$ cat src/design/ccc_pkg.sv
`default_nettype none

package ccc_pkg;

    localparam int COORD_W    = 12;
    localparam int COLOR_W    = 32;
    localparam int CFG_ADDR_W = 3;
    localparam int CFG_DATA_W = 32;

    // configuration register indexes
    localparam logic [CFG_ADDR_W-1:0] REG_SCREEN_WIDTH  = 3'd0;
    localparam logic [CFG_ADDR_W-1:0] REG_SCREEN_HEIGHT = 3'd1;
    localparam logic [CFG_ADDR_W-1:0] REG_TEXT_MODE     = 3'd2;
    localparam logic [CFG_ADDR_W-1:0] REG_FG_COLOR      = 3'd3;
    localparam logic [CFG_ADDR_W-1:0] REG_BG_COLOR      = 3'd4;

    // register reset values
    localparam logic [COORD_W-1:0] SCREEN_WIDTH_RST  = 12'd640;
    localparam logic [COORD_W-1:0] SCREEN_HEIGHT_RST = 12'd480;
    localparam logic [COLOR_W-1:0] FG_COLOR_RST      = 32'h0000_0000;
    localparam logic [COLOR_W-1:0] BG_COLOR_RST      = 32'hFFFF_FFFF;

    // request codes
    localparam logic OP_PUT   = 1'b0;
    localparam logic OP_CLEAR = 1'b1;

    // character codes
    localparam logic [7:0] CH_BACKSPACE = 8'd8;
    localparam logic [7:0] CH_TAB       = 8'd9;
    localparam logic [7:0] CH_NEWLINE   = 8'd10;
    localparam logic [7:0] CH_RETURN    = 8'd13;
    localparam logic [7:0] CH_SPACE     = 8'h20;

    typedef enum logic [1:0] {
        CMD_DRAW   = 2'd0,
        CMD_SCROLL = 2'd1,
        CMD_CLEAR  = 2'd2
    } cmd_t;

    typedef enum logic [2:0] {
        K_CLEAR     = 3'd0,
        K_NEWLINE   = 3'd1,
        K_RETURN    = 3'd2,
        K_BACKSPACE = 3'd3,
        K_PRINT     = 3'd4
    } kind_t;

    typedef struct packed {
        logic [COORD_W-1:0] screen_width;
        logic [COORD_W-1:0] screen_height;
        logic               text_mode;
        logic [COLOR_W-1:0] fg_color;
        logic [COLOR_W-1:0] bg_color;
        logic [COORD_W-1:0] width_cells;   // screen_width / font width
    } cfg_t;

    typedef struct packed {
        cmd_t               cmd;
        logic [COORD_W-1:0] pos_x;
        logic [COORD_W-1:0] pos_y;
        logic [7:0]         glyph;
        logic               last;
    } res_t;

    typedef struct packed {
        kind_t      kind;
        logic [7:0] glyph;
        logic       scroll;       // scroll result pending after a draw
        logic       final_draw;   // the draw at hand is the last one
        logic       no_draws;     // no draws left
    } work_t;

    typedef struct packed {
        logic  res_valid;
        res_t  res;
        logic  done;
        logic  scroll_next;
        logic  draw;
    } step_t;

endpackage

`default_nettype wire

$ cat src/design/ccc_cfg_regs.sv
`default_nettype none

module ccc_cfg_regs #(
    parameter int FONT_WIDTH = 8
) (
    input  wire logic                           clk,
    input  wire logic                           rst_n,
    input  wire logic                           cfg_we,
    input  wire logic [ccc_pkg::CFG_ADDR_W-1:0] cfg_addr,
    input  wire logic [ccc_pkg::CFG_DATA_W-1:0] cfg_wdata,
    output ccc_pkg::cfg_t                       cfg
);
    import ccc_pkg::*;

    // width / font width by reciprocal multiply, exact for 12-bit widths
    localparam int            QSHIFT    = 24;
    localparam int            RECIP_W   = QSHIFT + 1;
    localparam int            PROD_W    = COORD_W + RECIP_W;
    localparam logic [RECIP_W-1:0] RECIP =
        RECIP_W'(((2 ** QSHIFT) + FONT_WIDTH - 1) / FONT_WIDTH);
    localparam logic [COORD_W-1:0] CELLS_RST =
        COORD_W'(int'(SCREEN_WIDTH_RST) / FONT_WIDTH);

    cfg_t              cfg_reg;
    logic [PROD_W-1:0] width_prod;
    logic [COORD_W-1:0] width_cells;

    always_comb
    begin
        width_prod  = PROD_W'(cfg_wdata[COORD_W-1:0]) * PROD_W'(RECIP);
        width_cells = width_prod[QSHIFT +: COORD_W];
    end

    always_ff @(posedge clk or negedge rst_n)
    begin
        if (!rst_n)
        begin
            cfg_reg.screen_width  <= SCREEN_WIDTH_RST;
            cfg_reg.screen_height <= SCREEN_HEIGHT_RST;
            cfg_reg.text_mode     <= 1'b0;
            cfg_reg.fg_color      <= FG_COLOR_RST;
            cfg_reg.bg_color      <= BG_COLOR_RST;
            cfg_reg.width_cells   <= CELLS_RST;
        end
        else if (cfg_we)
        begin
            unique case (cfg_addr)
                REG_SCREEN_WIDTH:
                begin
                    cfg_reg.screen_width <= cfg_wdata[COORD_W-1:0];
                    cfg_reg.width_cells  <= width_cells;
                end
                REG_SCREEN_HEIGHT: cfg_reg.screen_height <= cfg_wdata[COORD_W-1:0];
                REG_TEXT_MODE:     cfg_reg.text_mode     <= cfg_wdata[0];
                REG_FG_COLOR:      cfg_reg.fg_color      <= cfg_wdata[COLOR_W-1:0];
                REG_BG_COLOR:      cfg_reg.bg_color      <= cfg_wdata[COLOR_W-1:0];
                default:
                begin
                end
            endcase
        end
    end

    assign cfg = cfg_reg;

endmodule

`default_nettype wire

$ cat src/design/ccc_step.sv
`default_nettype none

module ccc_step #(
    parameter int FONT_WIDTH  = 8,
    parameter int FONT_HEIGHT = 16
) (
    input  wire ccc_pkg::work_t              work,
    input  wire logic [ccc_pkg::COORD_W-1:0] col,
    input  wire logic [ccc_pkg::COORD_W-1:0] row,
    input  wire ccc_pkg::cfg_t               cfg,
    output ccc_pkg::step_t                   step,
    output logic [ccc_pkg::COORD_W-1:0]      step_col,
    output logic [ccc_pkg::COORD_W-1:0]      step_row
);
    import ccc_pkg::*;

    localparam int                  PROD_W = COORD_W + 5;
    localparam logic [COORD_W+1:0]  FW14   = (COORD_W + 2)'(FONT_WIDTH);
    localparam logic [COORD_W-1:0]  FW12   = COORD_W'(FONT_WIDTH);
    localparam logic [COORD_W:0]    FH13   = (COORD_W + 1)'(FONT_HEIGHT);
    localparam logic [COORD_W-1:0]  FH12   = COORD_W'(FONT_HEIGHT);

    function automatic logic [COORD_W-1:0] row_up(input logic [COORD_W-1:0] r);
        logic [COORD_W-1:0] v;
        v = (r >= FH12) ? (r - FH12) : '0;
        return v;
    endfunction

    logic [COORD_W+1:0]  col_adv;
    logic                wrap;
    logic [COORD_W-1:0]  pcol, prow;
    logic                psc;
    logic [COORD_W-1:0]  nrow;
    logic                nsc;
    logic [COORD_W-1:0]  bs_step, bs_wrap_col, bcol, brow;
    logic [PROD_W-1:0]   bs_prod;

    // printable advance and scroll test
    always_comb
    begin
        col_adv = {2'b00, col} + FW14;
        wrap    = !cfg.text_mode && ((col_adv + FW14) >= {2'b00, cfg.screen_width});
        if (cfg.text_mode)
        begin
            pcol = col + COORD_W'(1);
            prow = row;
        end
        else if (wrap)
        begin
            pcol = '0;
            prow = row + FH12;
        end
        else
        begin
            pcol = col_adv[COORD_W-1:0];
            prow = row;
        end
        psc  = ({1'b0, prow} + FH13) >= {1'b0, cfg.screen_height};
        nrow = row + FH12;
        nsc  = ({1'b0, nrow} + FH13) >= {1'b0, cfg.screen_height};
    end

    // backspace target, wrapping to the last whole cell of the line above
    always_comb
    begin
        bs_step = cfg.text_mode ? COORD_W'(1) : FW12;
        bs_prod = PROD_W'(cfg.width_cells - COORD_W'(1)) * PROD_W'(FONT_WIDTH);
        if (cfg.text_mode)
            bs_wrap_col = (cfg.screen_width == '0) ? '0
                                                    : cfg.screen_width - COORD_W'(1);
        else
            bs_wrap_col = (cfg.width_cells == '0) ? '0 : bs_prod[COORD_W-1:0];
        if (col >= bs_step)
        begin
            bcol = col - bs_step;
            brow = row;
        end
        else if (row >= FH12)
        begin
            bcol = bs_wrap_col;
            brow = row - FH12;
        end
        else
        begin
            bcol = col;
            brow = row;
        end
    end

    always_comb
    begin
        step.res_valid   = 1'b0;
        step.res.cmd     = CMD_DRAW;
        step.res.pos_x   = '0;
        step.res.pos_y   = '0;
        step.res.glyph   = '0;
        step.res.last    = 1'b0;
        step.done        = 1'b1;
        step.scroll_next = 1'b0;
        step.draw        = 1'b0;
        step_col         = col;
        step_row         = row;

        if (work.scroll)
        begin
            step.res_valid = 1'b1;
            step.res.cmd   = CMD_SCROLL;
            step.res.last  = work.no_draws;
            step.done      = work.no_draws;
            step_row       = row_up(row);
        end
        else
        begin
            unique case (work.kind)
                K_CLEAR:
                begin
                    step.res_valid = 1'b1;
                    step.res.cmd   = CMD_CLEAR;
                    step.res.last  = 1'b1;
                    step_col       = '0;
                    step_row       = '0;
                end
                K_NEWLINE:
                begin
                    step_col = '0;
                    if (nsc)
                    begin
                        step.res_valid = 1'b1;
                        step.res.cmd   = CMD_SCROLL;
                        step.res.last  = 1'b1;
                        step_row       = row_up(nrow);
                    end
                    else
                        step_row = nrow;
                end
                K_RETURN:
                    step_col = '0;
                K_BACKSPACE:
                begin
                    step.res_valid = 1'b1;
                    step.res.pos_x = bcol;
                    step.res.pos_y = brow;
                    step.res.glyph = CH_SPACE;
                    step.res.last  = 1'b1;
                    step_col       = bcol;
                    step_row       = brow;
                end
                K_PRINT:
                begin
                    step.res_valid   = 1'b1;
                    step.res.pos_x   = col;
                    step.res.pos_y   = row;
                    step.res.glyph   = work.glyph;
                    step.res.last    = !psc && work.final_draw;
                    step.done        = !psc && work.final_draw;
                    step.scroll_next = psc;
                    step.draw        = 1'b1;
                    step_col         = pcol;
                    step_row         = prow;
                end
                default:
                begin
                end
            endcase
        end
    end

endmodule

`default_nettype wire

$ cat src/design/ccc_out_stage.sv
`default_nettype none

module ccc_out_stage (
    input  wire logic                        clk,
    input  wire logic                        rst_n,
    input  wire logic                        load,
    input  wire ccc_pkg::res_t               res,
    input  wire logic [ccc_pkg::COLOR_W-1:0] fg_color,
    input  wire logic [ccc_pkg::COLOR_W-1:0] bg_color,
    input  wire logic                        out_ready,
    output logic                             out_free,
    output logic                             out_valid,
    output ccc_pkg::res_t                    out_res,
    output logic [ccc_pkg::COLOR_W-1:0]      out_ink,
    output logic [ccc_pkg::COLOR_W-1:0]      out_paper
);
    import ccc_pkg::*;

    logic               valid_reg, valid_next;
    res_t               res_reg;
    logic [COLOR_W-1:0] ink_reg, paper_reg;

    // room for a new result when empty or when the held one leaves now
    assign out_free   = !valid_reg || out_ready;
    assign valid_next = load || (valid_reg && !out_ready);

    always_ff @(posedge clk or negedge rst_n)
    begin
        if (!rst_n)
            valid_reg <= 1'b0;
        else
            valid_reg <= valid_next;
    end

    always_ff @(posedge clk)
    begin
        if (load)
        begin
            res_reg   <= res;
            ink_reg   <= fg_color;
            paper_reg <= bg_color;
        end
    end

    assign out_valid = valid_reg;
    assign out_res   = res_reg;
    assign out_ink   = ink_reg;
    assign out_paper = paper_reg;

endmodule

`default_nettype wire

$ cat src/design/console_cursor_controller_top.sv
`default_nettype none

// Console cursor controller: takes one put-character or clear request per
// transfer on the input channel and keeps the cursor column and row. For each
// request it sends zero or more draw, scroll or clear commands to a glyph
// renderer on the output channel, the final one flagged with last. Carriage
// return sends nothing; a newline sends a scroll only when the cursor hits the
// bottom. One request sits in a work register and a single step unit handles
// one sub-step per cycle while the output stage has room for its command: a
// printable character is a draw, followed by a scroll when one is due; a tab
// is TAB_SPACES draws, each possibly followed by a scroll; backspace, clear,
// carriage return and newline are a single sub-step. The next request is taken
// in the cycle the current one finishes, and the output register lets a
// command wait for the renderer while the next one is being worked out. The
// first command of a request passes through the work register and then the
// output register. Configuration writes are registered and must happen while
// no request is in flight; a screen_width write also latches width /
// FONT_WIDTH for backspace wrapping.
module console_cursor_controller_top #(
    parameter int FONT_WIDTH  = 8,
    parameter int FONT_HEIGHT = 16,
    parameter int TAB_SPACES  = 4
) (
    input  wire logic                           clk,
    input  wire logic                           rst_n,
    // request channel
    input  wire logic                           in_valid,
    output logic                                in_ready,
    input  wire logic                           op,
    input  wire logic [7:0]                     ch,
    // command channel
    output logic                                out_valid,
    input  wire logic                           out_ready,
    output logic [1:0]                          cmd,
    output logic [ccc_pkg::COORD_W-1:0]         pos_x,
    output logic [ccc_pkg::COORD_W-1:0]         pos_y,
    output logic [7:0]                          glyph,
    output logic [ccc_pkg::COLOR_W-1:0]         ink_color,
    output logic [ccc_pkg::COLOR_W-1:0]         paper_color,
    output logic                                last,
    // configuration write port
    input  wire logic                           cfg_we,
    input  wire logic [ccc_pkg::CFG_ADDR_W-1:0] cfg_addr,
    input  wire logic [ccc_pkg::CFG_DATA_W-1:0] cfg_wdata
);
    import ccc_pkg::*;

    localparam int                CNT_W   = $clog2(TAB_SPACES + 1);
    localparam logic [CNT_W-1:0]  TAB_CNT = CNT_W'(TAB_SPACES);
    localparam logic [CNT_W-1:0]  ONE_CNT = CNT_W'(1);

    cfg_t                cfg;
    work_t               work;
    step_t               step;
    res_t                out_res;
    logic [COORD_W-1:0]  step_col, step_row;

    // work register: the request being handled
    logic                busy_reg, busy_next;
    kind_t               kind_reg, kind_next;
    logic [7:0]          glyph_reg, glyph_next;
    logic [CNT_W-1:0]    cnt_reg, cnt_next;      // draws still to do
    logic                scroll_reg, scroll_next;

    // cursor state
    logic [COORD_W-1:0]  col_reg, col_next;
    logic [COORD_W-1:0]  row_reg, row_next;

    logic                out_free;
    logic                advance;   // step unit result taken this cycle
    logic                finish;    // request completes this cycle
    logic                accept;    // input transfer

    ccc_cfg_regs #(
        .FONT_WIDTH (FONT_WIDTH)
    ) u_cfg (
        .clk       (clk),
        .rst_n     (rst_n),
        .cfg_we    (cfg_we),
        .cfg_addr  (cfg_addr),
        .cfg_wdata (cfg_wdata),
        .cfg       (cfg)
    );

    assign work.kind       = kind_reg;
    assign work.glyph      = glyph_reg;
    assign work.scroll     = scroll_reg;
    assign work.final_draw = (cnt_reg == ONE_CNT);
    assign work.no_draws   = (cnt_reg == '0);

    ccc_step #(
        .FONT_WIDTH  (FONT_WIDTH),
        .FONT_HEIGHT (FONT_HEIGHT)
    ) u_step (
        .work     (work),
        .col      (col_reg),
        .row      (row_reg),
        .cfg      (cfg),
        .step     (step),
        .step_col (step_col),
        .step_row (step_row)
    );

    // a sub-step with no command never waits on the output side
    assign advance  = busy_reg && (!step.res_valid || out_free);
    assign finish   = advance && step.done;
    assign in_ready = !busy_reg || finish;
    assign accept   = in_valid && in_ready;

    always_comb
    begin
        busy_next   = busy_reg;
        kind_next   = kind_reg;
        glyph_next  = glyph_reg;
        cnt_next    = cnt_reg;
        scroll_next = scroll_reg;
        col_next    = col_reg;
        row_next    = row_reg;

        if (advance)
        begin
            col_next    = step_col;
            row_next    = step_row;
            scroll_next = step.scroll_next;
            if (step.draw)
                cnt_next = cnt_reg - ONE_CNT;
        end

        if (finish)
            busy_next = 1'b0;

        // decode a new request
        if (accept)
        begin
            busy_next   = 1'b1;
            scroll_next = 1'b0;
            cnt_next    = ONE_CNT;
            glyph_next  = ch;
            if (op == OP_CLEAR)
                kind_next = K_CLEAR;
            else
            begin
                unique case (ch)
                    CH_NEWLINE:   kind_next = K_NEWLINE;
                    CH_RETURN:    kind_next = K_RETURN;
                    CH_BACKSPACE: kind_next = K_BACKSPACE;
                    CH_TAB:
                    begin
                        kind_next  = K_PRINT;
                        glyph_next = CH_SPACE;
                        cnt_next   = TAB_CNT;
                    end
                    default:      kind_next = K_PRINT;
                endcase
            end
        end
    end

    always_ff @(posedge clk or negedge rst_n)
    begin
        if (!rst_n)
        begin
            busy_reg   <= 1'b0;
            cnt_reg    <= '0;
            scroll_reg <= 1'b0;
            col_reg    <= '0;
            row_reg    <= '0;
        end
        else
        begin
            busy_reg   <= busy_next;
            cnt_reg    <= cnt_next;
            scroll_reg <= scroll_next;
            col_reg    <= col_next;
            row_reg    <= row_next;
        end
    end

    always_ff @(posedge clk)
    begin
        kind_reg  <= kind_next;
        glyph_reg <= glyph_next;
    end

    ccc_out_stage u_out (
        .clk       (clk),
        .rst_n     (rst_n),
        .load      (advance && step.res_valid),
        .res       (step.res),
        .fg_color  (cfg.fg_color),
        .bg_color  (cfg.bg_color),
        .out_ready (out_ready),
        .out_free  (out_free),
        .out_valid (out_valid),
        .out_res   (out_res),
        .out_ink   (ink_color),
        .out_paper (paper_color)
    );

    assign cmd   = out_res.cmd;
    assign pos_x = out_res.pos_x;
    assign pos_y = out_res.pos_y;
    assign glyph = out_res.glyph;
    assign last  = out_res.last;

    // a pending scroll only follows a character draw
    a_scroll_after_draw: assert property (@(posedge clk) disable iff (!rst_n)
        scroll_reg |-> (busy_reg && kind_reg == K_PRINT))
        else $error("scroll pending outside a character request");

    // clear homes the cursor
    a_clear_homes: assert property (@(posedge clk) disable iff (!rst_n)
        (advance && !scroll_reg && kind_reg == K_CLEAR) |=>
            (col_reg == '0 && row_reg == '0))
        else $error("cursor not homed after clear");

    // the command that ends a request carries last
    a_last_on_final: assert property (@(posedge clk) disable iff (!rst_n)
        (advance && step.res_valid && step.done) |-> step.res.last)
        else $error("final command of a request without last");

    // a command that cannot leave holds off the next request
    a_stall_blocks_input: assert property (@(posedge clk) disable iff (!rst_n)
        (busy_reg && step.res_valid && !out_free) |-> !in_ready)
        else $error("request taken while a command is stalled");

    // a finished request with nothing new leaves the block idle
    a_idle_after_finish: assert property (@(posedge clk) disable iff (!rst_n)
        (finish && !accept) |=> !busy_reg)
        else $error("work register still busy after completion");

endmodule

`default_nettype wire

$ cat config.mk
export PLATFORM = sky130hd
export DESIGN_NAME = console_cursor_controller_top
export DESIGN_NICKNAME = d
export VERILOG_FILES = /design/src/design/ccc_pkg.sv /design/src/design/ccc_cfg_regs.sv /design/src/design/ccc_step.sv /design/src/design/ccc_out_stage.sv /design/src/design/console_cursor_controller_top.sv
export SDC_FILE = /design/constraint.sdc
export NUM_CORES = 1
export LEC_CHECK = 0
export ABC_AREA = 1
export ABC_CLOCK_PERIOD_IN_PS = 5350
export BUFFER_PORTS_ARGS = -buffer_cell sky130_fd_sc_hd__buf_4
export CORE_AREA = 2 2 188 144
export CTS_BUF_LIST = sky130_fd_sc_hd__clkbuf_4
export CTS_CLUSTER_SIZE = 24
export DETAILED_ROUTE_END_ITERATION = 8
export DIE_AREA = 0 0 190 146
export GPL_ROUTABILITY_DRIVEN = 0
export PLACE_DENSITY = 0.65
export SETUP_SLACK_MARGIN = 0.5
export SYNTH_ARGS = -nofsm -noshare
export SYNTH_HDL_FRONTEND = slang
export SYNTH_SLANG_ARGS = --single-unit
$ cat constraint.sdc
create_clock -name clk -period 5.35 [get_ports clk]
set_input_delay 0.2675 -clock clk [delete_from_list [all_inputs] [get_ports clk]]
set_output_delay 0.2675 -clock clk [all_outputs]
set_load 0.05 [all_outputs]
=== Word-level counts from Yosys, hierarchy flattened ===
Index checks and enable logic that the tools add are counted.

* Output and inout bits: 101
* Bits in registers: 238
* Logic and storage cells: 131

* $add $sub $neg: 12
* Reductions and logical operators: 38
* Equal/unequal tests: 13
* Bitwise operators: 1
* Muxes and demuxes: 40
* $lt $le $gt $ge: 6

{| class="wikitable"
|+ Operator list
! cell !! number
|-
| $mux 12 || 15
|-
| $pmux 32 s2 || 1
|-
| $pmux 12 s4 || 1
|-
| $pmux 12 s3 || 1
|-
| $eq 8x4->1 const B || 4
|-
| $add 12x5->13 const B || 2
|-
| $ge 13x12->1 || 2
|-
| $ge 12x5->1 const B || 2
|-
| $logic_not 12->1 || 2
|-
| $mux 3 || 8
|-
| $sub 12x5->12 const B || 2
|-
| $mux 8 || 2
|-
| $add 14x4->14 const B || 1
|-
| $ge 14x12->1 || 1
|-
| $reduce_and 2->1 || 7
|-
| $add 12x4->13 const B || 1
|-
| $add 12x1->12 const B || 1
|-
| $add 12x5->12 const B || 1
|-
| $eq 3x2->1 const B || 4
|-
| $ge 12x12->1 || 1
|-
| $sub 12x1->12 const B || 1
|-
| $sub 12x12->12 || 1
|-
| $eq 3x1->1 const B || 3
|-
| $logic_not 3->1 || 3
|-
| 20 further kinds || 43
|}

=== Longest topological paths before layout ===
* Word-level depth: 17
* Depth in mapped cells: 42

=== Cells and area by module ===
A second synthesis with hierarchy kept.

* Cell total of the unflattened synthesis: 1,567
* Area total of the unflattened synthesis: 13,126.3 um^2

{| class="wikitable"
|+ Modules (own cells, without submodules)
! module !! instances !! area each (um^2) !! cells an instance
|-
| ccc_step || 1 || 4,712.0 || 860
|-
| ccc_cfg_regs || 1 || 3,694.8 || 410
|-
| ccc_out_stage || 1 || 3,017.9 || 104
|-
| console_cursor_controller_top || 1 || 1,701.6 || 193
|}

=== Worst setup path after synthesis ===
Ideal clock, no wire load.

* Path kind: reg-to-reg
* Start: reg row_reg[4]
* End: reg u_out.ink_reg[0], in the netlist u_out.out_ink[0] (enable)
* Path buffers: 1
* Stages on the path, launching flop included: 20
* Data required time: 4.900 ns
* Path slack: 0.156 ns
* Clock period less this slack: 5.194 ns
* Data arrival time: 4.744 ns
* Cell sequence: dfrtp_1 > buf_2 > clkinv_1 > ha_1 > inv_1 > nor2_1 > inv_1 > nor2_1 > nand3_1 > nor3_1 > xor2_1 > ha_1 > a31o_1 > inv_2 > nand2_2 > nand2_2 > nand3_2 > a21oi_4 > nand2_1 > inv_1

* Cells in the longest elaborated chain, start to end: 10

{| class="wikitable"
|+ RTL lines
! what !! line !! text
|-
| start, declared || console_cursor_controller_top.sv:67 || <nowiki>logic [COORD_W-1:0] row_reg, row_next;</nowiki>
|-
| start signal, assigned || console_cursor_controller_top.sv:175 || <nowiki>row_reg <= row_next;</nowiki>
|-
| $add 12x5->12 (*) || ccc_step.sv:59 || <nowiki>nrow = row + FH12;</nowiki>
|-
| $add 12x5->13 (*) || ccc_step.sv:60 || <nowiki>nsc = ({1'b0, nrow} + FH13) >= {1'b0, cfg.screen_height};</nowiki>
|-
| $ge 13x12->1 (*) || ccc_step.sv:60 ||
|-
| $mux 3 (*) || ccc_step.sv:126 || <nowiki>if (nsc)</nowiki>
|-
| $pmux 1 s2 (*) || ccc_step.sv:114 || <nowiki>unique case (work.kind)</nowiki>
|-
| $mux 3 (*) || ccc_step.sv:104 || <nowiki>if (work.scroll)</nowiki>
|-
| $logic_not 1->1 || console_cursor_controller_top.sv:105 || <nowiki>assign advance = busy_reg && (!step.res_valid || out_free);</nowiki>
|-
| $logic_or 1x1->1 || console_cursor_controller_top.sv:105 ||
|-
| $logic_and 1x1->1 || console_cursor_controller_top.sv:105 ||
|-
| $logic_and 1x1->1 (*) || console_cursor_controller_top.sv:188 || <nowiki>.load (advance && step.res_valid),</nowiki>
|-
| via u_out.load || ccc_out_stage.sv:6 || <nowiki>input wire logic load,</nowiki>
|-
| end signal, assigned || ccc_out_stage.sv:40 || <nowiki>ink_reg <= fg_color;</nowiki>
|-
| end, declared || ccc_out_stage.sv:21 || <nowiki>logic [COLOR_W-1:0] ink_reg, paper_reg;</nowiki>
|}

Mark *: on every way through the listed nets, which the timed path passes. The rest lies on a longest branch.
A chain may end at the register's enable or synchronous reset.

=== Worst setup path in the final report ===
* Start: reg col_reg[3]
* End: out in_ready

* Cells in the longest elaborated chain, start to end: 14

{| class="wikitable"
|+ RTL lines
! what !! line !! text
|-
| start, declared || console_cursor_controller_top.sv:66 || <nowiki>logic [COORD_W-1:0] col_reg, col_next;</nowiki>
|-
| start signal, assigned || console_cursor_controller_top.sv:174 || <nowiki>col_reg <= col_next;</nowiki>
|-
| $add 12x4->13 || ccc_step.sv:41 || <nowiki>col_adv = {2'b00, col} + FW14;</nowiki>
|-
| $add 14x4->14 || ccc_step.sv:42 || <nowiki>wrap = !cfg.text_mode && ((col_adv + FW14) >= {2'b00, cfg.screen_width});</nowiki>
|-
| $ge 14x12->1 || ccc_step.sv:42 ||
|-
| $logic_and 1x1->1 || ccc_step.sv:42 ||
|-
| $mux 12 || ccc_step.sv:48 || <nowiki>else if (wrap)</nowiki>
|-
| $mux 12 || ccc_step.sv:43 || <nowiki>if (cfg.text_mode)</nowiki>
|-
| $add 12x5->13 || ccc_step.sv:58 || <nowiki>psc = ({1'b0, prow} + FH13) >= {1'b0, cfg.screen_height};</nowiki>
|-
| $ge 13x12->1 || ccc_step.sv:58 ||
|-
| $logic_not 1->1 || ccc_step.sv:155 || <nowiki>step.done = !psc && work.final_draw;</nowiki>
|-
| $logic_and 1x1->1 || ccc_step.sv:155 ||
|-
| $mux 3 || ccc_step.sv:114 ||
|-
| $mux 2 || ccc_step.sv:104 ||
|-
| $logic_and 1x1->1 || console_cursor_controller_top.sv:106 || <nowiki>assign finish = advance && step.done;</nowiki>
|-
| $logic_or 1x1->1 || console_cursor_controller_top.sv:107 || <nowiki>assign in_ready = !busy_reg || finish;</nowiki>
|-
| end, declared || console_cursor_controller_top.sv:28 || <nowiki>output logic in_ready,</nowiki>
|}

Every way passes these cells.

==> impl_metrics.py <==
metrics = {
    "detailed_routing": {
        "drtIter0Drc": 910,
        "vias": 9916,
        "firstDrtPassIters": 5,
        "avgViaCountPerCell": 5.19,
        "postRouteAntennaNets": 0,
        "drc": 0,
        "wirelength_mm": 30.7,
        "wire_per_inst_um": 16.1,
    },
    "critical_path": {
        "worst-r2r-cell-count": 44,
        "cp.required_ps": 5080,
        "slowest_delay_ps": 470,
        "critPathSlowestCell": "dfrtp_2",
        "critPathKind": "register to output pin",
        "crit_path_start_kind": "register",
        "cp.arrival_ps": 5490,
        "end_kind": "output pin",
        "crit_path_max_fanout": 5,
    },
    "power_and_ir_drop": {
        "ir_worst_vdd_uv": 432,
        "p_leak_uw": 0.00683,
        "p_per_area_nw_per_um2": 666,
        "p_total_uw": 9920,
    },
    "clock_tree": {
        "htreeDepth": 2,
        "cts_buffer_depth": 3,
        "cts_root_buffer": "clkbuf_4",
        "clock_sinks": 222,
        "clk_pin_slew_worst_paths_ps": 60,
        "insertion_delay_ps": 710,
        "numCtsBuffers": 54,
        "cts_tree": "yes",
    },
    "sta": {
        "setup_tns_ps": -5240,
        "hold_violations": 0,
        "max_freq_mhz": 174,
        "tightest_slew_ps": 813,
        "rsz0062_at_grt": "yes",
        "period_minus_slack_ps": 5750,
        "finalCritPeriodShare_pct": 108,
        "slew_headroom_pct": 45.8,
        "setup_ws_ps": -405,
        "drv_slew": 0,
        "skew_ps": 62.9,
        "setup_viol": 17,
    },
    "placement": {
        "place.port_buffers": 149,
        "placed_area_um2": 13200,
        "placed_cells": 1717,
        "hpwl_mm": 21.0,
    },
    "global_routing": {
        "grt_max_degree": 65,
        "grt_pass1_vias": 9411,
        "globalRouteOverflowTotal": 0,
        "grt_pass1_wl_mm": 48.4,
        "grt_usage_pct": 21.8,
        "antenna_found_initial": 1,
    },
    "die": {
        "row_count": 51,
        "initial_core_util_pct": 44.8,
        "die_y_um": 146,
        "ioPinCount": 150,
        "die_x_um": 190,
        "dieArea_um2": 27700,
        "core-area_um2": 25700,
    },
    "synthesis": {
        "synth_edf_count": 107,
        "synth_top_area_share_pct": 27.9,
        "ys_seq_area_share_pct": 53.2,
        "synthTopCellsByArea": "edfxtp_1 (28%), dfrtp_1 (17%), dfstp_2 (8.7%)",
        "yosysTopAreaCell": "edfxtp_1",
        "syn_inst": 1249,
        "synthesis.area_um2": 11500,
        "synth_seq_cells": 222,
        "ys.flop_type": "edfxtp_1",
        "synth.avg_cell_area_um2": 9.23,
        "yosysMostFrequentCell": "nand2_1",
        "synth_commonest_cells": "nand2_1 (253), inv_1 (146), o21ai_0 (131)",
        "ys_types": 55,
        "yosysWarnings": 0,
        "syn_nets": 1346,
        "async_flop_share_pct": 51.8,
    },
    "finish": {
        "drive_gt1_share_pct": 28.2,
        "final_util_pct": 58.0,
        "final_cell_area_um2": 14900,
        "nNetsFinal": 1618,
        "syn2layout_area_growth_pct": 29.2,
        "largest_register_ffs": 89,
        "final_cells": 1910,
    },
    "run_status": {
        "status": "complete, but fails checks",
        "violations": "setup timing",
    },
    "min_path": {
        "min_path_type": "input pin to register",
        "hold_depth": 5,
    },
    "run": {
        "cap_violations": 0,
    },
}
[metal layers]
| layer | vias up | GRT usage (%) | part of all wire [%] |
|---|---|---|---|
| met5 | - | 0 | 0 |
| met1 | 4669 | 31.5 | 45 |
| li1 | 4778 | - | - |
| met2 | 397 | 32.7 | 45 |
| met3 | 72 | 4.90 | 7.8 |
| met4 | 0 | 7.13 | 2.5 |
[power by group]
group	switching, uW	internal, uW
clock network	693	763
logic	3720	1900
registers	334	2510
total	4740	5180
[worst max-delay path: cells and delay by family (launching register included)]
family / cells / cell delay [ps]
xor gates and xnor gates: 2 / 360
adders and majority gates: 4 / 920
DFF: 1 / 470
and+or+nand+nor: 21 / 1970
buffers and inverters: 4 / 390
AOI/OAI and AO/OA: 5 / 680
[through the flow]
step                hold WS [ps]  setup WS (ps)
floorplan                  -28.1            428
global placement             394           40.6
detailed placement           407          -82.9
CTS                         3.86           -350
global route                26.6           -797
finish                      63.1           -405
[area by class of cell]
type | count | area (um^2)
Tap cell | 344 | 430
Multi-Input combinational cell | 816 | 4750
Clock inverter | 16 | 96.3
Inverter | 164 | 644
Fill cell | 2234 | 10800
Timing Repair Buffer | 263 | 2210
Sequential cell | 222 | 6140
Antenna cell | 1 | 2.50
Clock buffer | 84 | 631
[cells in the final DEF, fill, tap and decap left out, types with 31 or more instances in the layout]
| cell type | synthesis | routed |
|---|---|---|
| a21oi_1 | 42 | 40 |
| buf_4 | 7 | 198 |
| clkbuf_4 | 0 | 84 |
| dfrtp_1 | 77 | 73 |
| dfstp_2 | 38 | 38 |
| dlygate4sd3_1 | 0 | 47 |
| edfxtp_1 | 107 | 107 |
| ha_1 | 48 | 44 |
| inv_1 | 146 | 144 |
| nand2_1 | 253 | 243 |
| nand3_1 | 46 | 42 |
| nor2_1 | 87 | 86 |
| o21ai_0 | 131 | 129 |
| xor2_1 | 31 | 31 |
[final timing paths]
kind	startpoint	to	slack, ps
max	col_reg[3]$_DFFE_PN0P_	in_ready	-400
min	cfg_we	u_cfg.cfg[76]$_DFFE_PN0P_	60
max reg2reg	col_reg[3]$_DFFE_PN0P_	glyph_reg[4]$_DFFE_PN_	-340
min reg2reg	u_cfg.cfg[49]$_DFFE_PN0P_	u_out.out_ink[5]$_DFFE_PP_	400
max in group asynchronous	rst_n	col_reg[5]$_DFFE_PN0P_	3820
min in group asynchronous	rst_n	row_reg[7]$_DFFE_PN0P_	190
[logic make-up (layout without fill, tap and decap cells)]
| group | after synthesis | in the layout | share of synthesized area [%] |
|---|---|---|---|
| XOR/XNOR | 41 | 41 | 3.31 |
| AO/OA/AOI/OAI | 261 | 261 | 13.1 |
| buffers and inverters | 211 | 527 | 7.33 |
| other | 1 | 2 | 0.0325 |
| flip-flops | 222 | 222 | 53.2 |
| adder cells (fa/ha/maj) | 48 | 48 | 5.21 |
| AND/OR/NAND/NOR | 465 | 465 | 17.8 |
[timing repair]
item                                   4_1_cts  5_1_grt
hold buffers                                47        0
gates cloned                                 0        0
pin swaps                                   11        8
endpoints found under the hold margin      145        0
resized for setup                           17       36
setup endpoints to repair                   18       18
buffers inserted                            27       18
Power figures use the tool's default switching activity.
